==> config.mk <==
export PLATFORM = sky130hd
export DESIGN_NAME = tmap_front
export DESIGN_NICKNAME = d
export VERILOG_FILES = /design/src/sv/tmap_pkg.sv /design/src/sv/tmap_front.sv
export SDC_FILE = /design/constraint.sdc
export NUM_CORES = 1
export LEC_CHECK = 0
export ABC_AREA = 1
export BUFFER_PORTS_ARGS = -buffer_cell sky130_fd_sc_hd__buf_2
export CAP_MARGIN = 20
export CORE_ASPECT_RATIO = 0.7
export CORE_MARGIN = 2
export CORE_UTILIZATION = 46
export CTS_BUF_LIST = sky130_fd_sc_hd__clkbuf_4 sky130_fd_sc_hd__clkbuf_8
export CTS_CLUSTER_SIZE = 25
export DETAILED_ROUTE_END_ITERATION = 12
export PLACE_DENSITY = 0.75
export SYNTH_ARGS = -nofsm -noshare
export SYNTH_HDL_FRONTEND = slang
export SYNTH_SLANG_ARGS = --single-unit
export TNS_END_PERCENT = 30
==> constraint.sdc <==
create_clock -name i_clk -period 3.4 [get_ports i_clk]
set_clock_uncertainty 0.2 [all_clocks]
set_input_delay 0.17 -clock i_clk [delete_from_list [all_inputs] [get_ports i_clk]]
set_output_delay 0.17 -clock i_clk [all_outputs]
set_load 0.01 [all_outputs]
==> src/sv/tmap_pkg.sv <==
// ----------------------------------------------------------------------------
// tmap_pkg
// Types, widths and codes shared by the tempo map modules.
// ----------------------------------------------------------------------------
package tmap_pkg;

    localparam int MAX_CHANGES = 64;
    localparam int IDX_W       = $clog2(MAX_CHANGES);
    localparam int CNT_W       = $clog2(MAX_CHANGES + 1);

    localparam int TICK_W   = 32;
    localparam int TEMPO_W  = 24;
    localparam int TPQ_W    = 15;
    localparam int MS_W     = 32;
    localparam int STAT_W   = 2;
    localparam int PADDR_W  = 3;
    localparam int PDATA_W  = 32;

    // divisor is tpq * 1000, product is tempo * delta, plus half the divisor
    localparam int DVSR_W   = 25;
    localparam int PROD_W   = TEMPO_W + TICK_W;
    localparam int DVD_W    = PROD_W + 1;
    localparam int DCNT_W   = $clog2(DVD_W + 1);

    localparam logic [TEMPO_W-1:0] DEFAULT_TEMPO = TEMPO_W'(500000);
    localparam logic [DVSR_W-1:0]  MS_SCALE      = DVSR_W'(1000);
    localparam logic [TPQ_W-1:0]   TPQ_RESET     = TPQ_W'(96);

    localparam logic [PADDR_W-1:0] ADDR_TPQ = PADDR_W'(0);

    localparam logic CMD_ADD  = 1'b0;
    localparam logic CMD_CONV = 1'b1;

    localparam logic [STAT_W-1:0] STAT_OK   = 2'd0;
    localparam logic [STAT_W-1:0] STAT_FULL = 2'd1;
    localparam logic [STAT_W-1:0] STAT_UPD  = 2'd2;

    typedef struct packed {
        logic               cmd;
        logic [TICK_W-1:0]  tick;
        logic [TEMPO_W-1:0] tempo;
    } t_in_word;

    typedef struct packed {
        logic [MS_W-1:0]   millis;
        logic [STAT_W-1:0] status;
    } t_out_word;

    typedef struct packed {
        logic [TICK_W-1:0]  tick;
        logic [TEMPO_W-1:0] tempo;
    } t_entry;

    typedef struct packed {
        logic               valid;
        logic               conv;
        logic [TICK_W-1:0]  tick;
        logic [TEMPO_W-1:0] tempo;
    } t_job;

    typedef enum logic [3:0] {
        ST_IDLE,
        ST_ARD,
        ST_ACMP,
        ST_ACHK,
        ST_SRD,
        ST_SWR,
        ST_CRD,
        ST_CCHK,
        ST_CMUL,
        ST_CDIV,
        ST_CACC,
        ST_DONE
    } t_state;

endpackage

==> src/sv/tmap_front.sv <==
// ----------------------------------------------------------------------------
// tmap_front
// Input side: two-deep word queue that tags each word as add or convert.
// ----------------------------------------------------------------------------
module tmap_front (
    input  logic              i_clk,
    input  logic              i_rst_n,
    input  logic              i_in_valid,
    output logic              o_in_stall,
    input  tmap_pkg::t_in_word i_in_word,
    output tmap_pkg::t_job    o_job,
    input  logic              i_pop
);
    import tmap_pkg::*;

    t_in_word   r_q [2];
    logic       r_wp;
    logic       r_rp;
    logic [1:0] r_cnt;
    logic       push;
    logic       pop;
    t_in_word   head;

    assign o_in_stall = (r_cnt == 2'd2);
    assign push       = i_in_valid && !o_in_stall;
    assign pop        = i_pop && (r_cnt != 2'd0);
    assign head       = r_q[r_rp];

    assign o_job.valid = (r_cnt != 2'd0);
    assign o_job.conv  = (head.cmd == CMD_CONV);
    assign o_job.tick  = head.tick;
    assign o_job.tempo = head.tempo;

    always_ff @(posedge i_clk) begin
        if (push) begin
            r_q[r_wp] <= i_in_word;
        end
    end

    always_ff @(posedge i_clk) begin
        if (!i_rst_n) begin
            r_wp  <= 1'b0;
            r_rp  <= 1'b0;
            r_cnt <= 2'd0;
        end else begin
            if (push) begin
                r_wp <= ~r_wp;
            end
            if (pop) begin
                r_rp <= ~r_rp;
            end
            r_cnt <= r_cnt + {1'b0, push} - {1'b0, pop};
        end
    end

    a_occ_bound: assert property (@(posedge i_clk) disable iff (!i_rst_n)
        r_cnt <= 2'd2)
        else $error("queue occupancy out of range");

    a_no_pop_empty: assert property (@(posedge i_clk) disable iff (!i_rst_n)
        (r_cnt == 2'd0 && !push) |=> (r_cnt == 2'd0))
        else $error("queue lost track of empty state");

    a_full_stall: assert property (@(posedge i_clk) disable iff (!i_rst_n)
        (r_cnt == 2'd2 && !pop) |=> o_in_stall)
        else $error("full queue stopped stalling");

endmodule

# Yosys cells after proc, flatten, opt, wreduce, memory -nomap -nowiden
# Memory sizes are Yosys's and may differ from the RTL's. A register that Yosys moved wholly into a read port is not among the register bits.
# Cells that the tools add are included.
dict set report word_totals {
  output_inout_bits 59
  mem_bits_rw 114
  input_bits 61
  reg_bits 4
  elab_cells 17
  n_memories 1
}
dict set report classes {
  n_mux 4
  add_sub_neg 2
  reduce_logical 4
  n_eq_ne 1
  bitwise 2
}
# memory words width rd rd_clocked_by_memory_dff wr line_no
set memory_table {}
lappend memory_table {r_q 2 57 1 1 1 tmap_front.sv:16} ;# t_in_word r_q [2];
# op n
set ops {}
lappend ops {{$mux 1} 4}
lappend ops {{$add 2x1->2} 1}
lappend ops {{$eq 2x2->1 const B} 1}
lappend ops {{$logic_and 1x1->1} 2}
lappend ops {{$not 1->1} 2}
lappend ops {{$reduce_bool 2->1} 1}
lappend ops {{$sub 2x1->2} 1}
lappend ops {{$logic_not 1->1} 1}

# Depth between registers and ports, before layout
dict set report logic_depth {
  ltp_word 5
  ltp_mapped 11
  ltp_nobuf 11
}

# Worst setup path after synthesis
# No wires, ideal clock.
dict set report synth_path {
  path_kind {flip-flop to flip-flop}
  from {register r_cnt[0]}
  to {memory r_q[0][0] in the netlist's numbering, enable pin}
  stages_incl_launch_ff 5
  path_slack_ns -0.218
  arrival_time_ns 2.946
  setup_ns 0.472
  period_less_slack_ns 3.618
  cell_sequence {dfxtp_1 -> inv_1 -> nand2_1 -> nand2_1 -> nor2_1}
}
dict set report synth_between {
  elab_chain_len 5
}
# element line_no
set synth_lines {}
lappend synth_lines {{start, declared} tmap_front.sv:19} ;# logic [1:0] r_cnt;
lappend synth_lines {{start signal, assigned} tmap_front.sv:52} ;# r_cnt <= r_cnt + {1'b0, push} - {1'b0, pop};
lappend synth_lines {{$eq 2x2->1} tmap_front.sv:24} ;# assign o_in_stall = (r_cnt == 2'd2);
lappend synth_lines {{$logic_not 1->1} tmap_front.sv:25} ;# assign push = i_in_valid && !o_in_stall;
lappend synth_lines {{$logic_and 1x1->1} tmap_front.sv:25}
lappend synth_lines {{$mux 1} tmap_front.sv:35} ;# if (push) begin
lappend synth_lines {{$mux 1 (not written as such)} tmap_front.sv:36} ;# r_q[r_wp] <= i_in_word;
lappend synth_lines {{end, declared} tmap_front.sv:16}
# Every way passes these cells.

==> results.toml <==
[global_route]
grt_antenna_before_repair = 0
grt_overflow = 0
grt_pass1_vias = 2697
grt_max_degree = 58
grt_usage_pct = 16.9
grt_first_pass_wirelength_microns = 13000

[worst_hold_path]
holdPathStages = 2
min-delay-start = "i_in_word[10]"
min_to = "r_q[0][10]"
min_path_type = "in -> reg"

[yosys]
synth_edf_count = 114
synthArstFlopShare_pct = 0
yosys_warnings = 0
ys_seq_area_share_pct = 78.7
synth-xor-area-share_pct = 0
synth-main-ff-cell = "edfxtp_1"
synthAdderAreaFrac_pct = 0.559
synth-seq-cells = 119
syn_inst = 214
yosysTopAreaCellShare_pct = 76.5
synth.area.top_cells = "edfxtp_1, mux2_4, mux2_2"
avgSynthCellArea_sq_um = 20.9
synth_top_family_by_area = "multiplexers"
syn_nets = 277
synth_top_cell_by_area = "edfxtp_1"
synth_compound_area_share_pct = 0.224
synth_simple_gate_area_share_pct = 1.76
ys_types = 12
syn-cell-area_sq_mm = 0.00448
yosysMostFrequentCell = "edfxtp_1"
synth_commonest_cells = "edfxtp_1, mux2_4, mux2_2, nand2_1"
synth_mux_area_share_pct = 16.9

[worst_setup_path]
crit_required_ps = 3030
cpPeakStageDelay_ps = 960
crit_chain = "mux2_2, buf_2"
r2r_slack_ps = 1360
critPathLaunchType = "flop"
crit_path_max_fanout = 57
r2r-end = "r_q[1][33]"
cp-end-kind = "output port"
worstRegToRegCells = 5
worstPathArrival_ps = 1990
r2r_start = "r_cnt[0]"
critPathKind = "reg -> out"
cpMaxStageDelayCell = "dfxtp_4"

[timing]
rsz0062_at_grt = "no"
setup_slack_ps = 1040
finalHoldViolations = 0
setup_violations = 0
final.min_clock_period_ps = 2360
worst_pin_slew_ps = 947
relSlewSlack_pct = 36.9
maxSlewViolCount = 0
fmax_mhz = 423
fin_crit_sh_pct = 69.5
tns_ps = 0
fin_hold_ws_ps = 280

[route]
vias_per_cell = 4.66
firstDrtPassIters = 4
vias = 2556
drtIter0Drc = 132
wl_per_cell_microns = 15.3
drt_wl_total_microns = 8400
ant_nets = 0
drc_errors = 0

[placed_design]
gp_congestion = 0.758
place_area_sq_mm = 0.00522
dpl_worst_slack_ps = 1340
port_buffers = 119
dp_hpwl_microns = 4970

[clock_tree]
postCtsSetupRepairBufs = 0
clk_pin_slew_ps = 60
cts_tree = "done"
ctsResizeCount = 0
clockRootBuffer = "clkbuf_8"
cts_sinks = 119
cts_max_path_buffers = 2
cts_buffers = 17
clkLatencyLatePin_ps = 410
htreeDepth = 4

[run_status]
outcome = "complete, no violations"

[pwr]
p_leak_nw = 2.44
ir_drop_v = 0.000420
power_mw = 4.04
p_per_area_mw_per_mm2 = 657

[floorplanning]
die_y_microns = 86.5
chipWidth_microns = 122
dieArea_sq_mm = 0.0106
start_util_pct = 46.8
ios = 120
rows = 30
fp.coreArea_sq_mm = 0.00957

[finish]
area_growth_pct = 37.1
antenna_cells = 0
design_area_sq_mm = 0.00614
fin_nets = 473
drive_gt1_share_pct = 49.0

[flow_run]
drv_cap = 0
[critical path: cells and delay by family (launching register included)]
family	cells	cell delay (ps)
DFF	1	960
buffers and inverters	1	140
muxes	1	420
[per-stage QoR]
stage	instances	utilization [%]
floorplan	214	-
global placement	459	54.5
detailed placement	459	54.5
CTS	548	64.1
global route	548	64.1
finish	548	64.1
[layer usage]
metal  part of all wire [%]  vias up  wire length (microns)  global-route usage [%]
li1                       -     1219                      -                       -
met1                     44     1228                   3660                    19.5
met2                     48      107                   4010                    28.2
met3                    8.5        2                    718                    8.68
met5                      0        -                      0                       0
met4                   0.23        0                     19                    4.39
[state kept, by name, summed over array words and instances, names as in the netlist, named ones only]
name	flops
r_cnt	2
r_q	114
r_rp	1
r_wp	1
[report_power, final]
part / total (mW) / switching, mW / leakage, nW / internal [mW]
Clock: 1.05 / 0.485 / 0.167 / 0.570
Combinational: 0.972 / 0.447 / 1.16 / 0.525
Sequential: 2.01 / 0.151 / 1.11 / 1.86
[worst max path at each step]
stage | to | slack, ps | depth (start not counted)
after CTS | o_job[6] | 1000 | 2
after floorplan | r_q[0][0] | 730 | 4
final | o_job[0] | 1040 | 2
after global placement | r_q[1][26] | 1390 | 5
after detailed placement | r_q[1][33] | 1340 | 5
after global routing | o_job[13] | 920 | 2
[cells in the final DEF (no fill, tap or decap)]
master           n
a21oi_1          2
buf_2          119
buf_4            4
bufinv_16        1
clkbuf_4         3
clkbuf_8        17
clkinv_1         6
clkinv_2         2
dfxtp_1          4
dfxtp_4          1
dlygate4sd3_1   60
edfxtp_1       114
ha_1             2
inv_1            7
inv_2            1
mux2_2          27
mux2_4          30
nand2_1          9
nand3_1          3
nor2_1           7
nor2_4           1
[cell type report]
| class | instances | area (sq um) |
|---|---|---|
| Clock buffer | 20 | 256 |
| Tap cell | 128 | 160 |
| Timing Repair Buffer | 183 | 1230 |
| Multi-Input combinational cell | 81 | 876 |
| Clock inverter | 9 | 62.6 |
| Inverter | 8 | 30.0 |
| Fill cell | 683 | 3430 |
| Sequential cell | 119 | 3530 |
[logic make-up after synthesis]
logic type,count (synthesis)
flops,119
mux,57
simple gates,20
buf+inv,14
compound gates,2
fa+ha+maj,2
[timing repair]
| action | in CTS | in global routing |
|---|---|---|
| endpoints found under the hold margin | 119 | 0 |
| endpoints found under the setup margin | 0 | 0 |
| hold buffers | 60 | 0 |
Power figures use the tool's default switching activity.
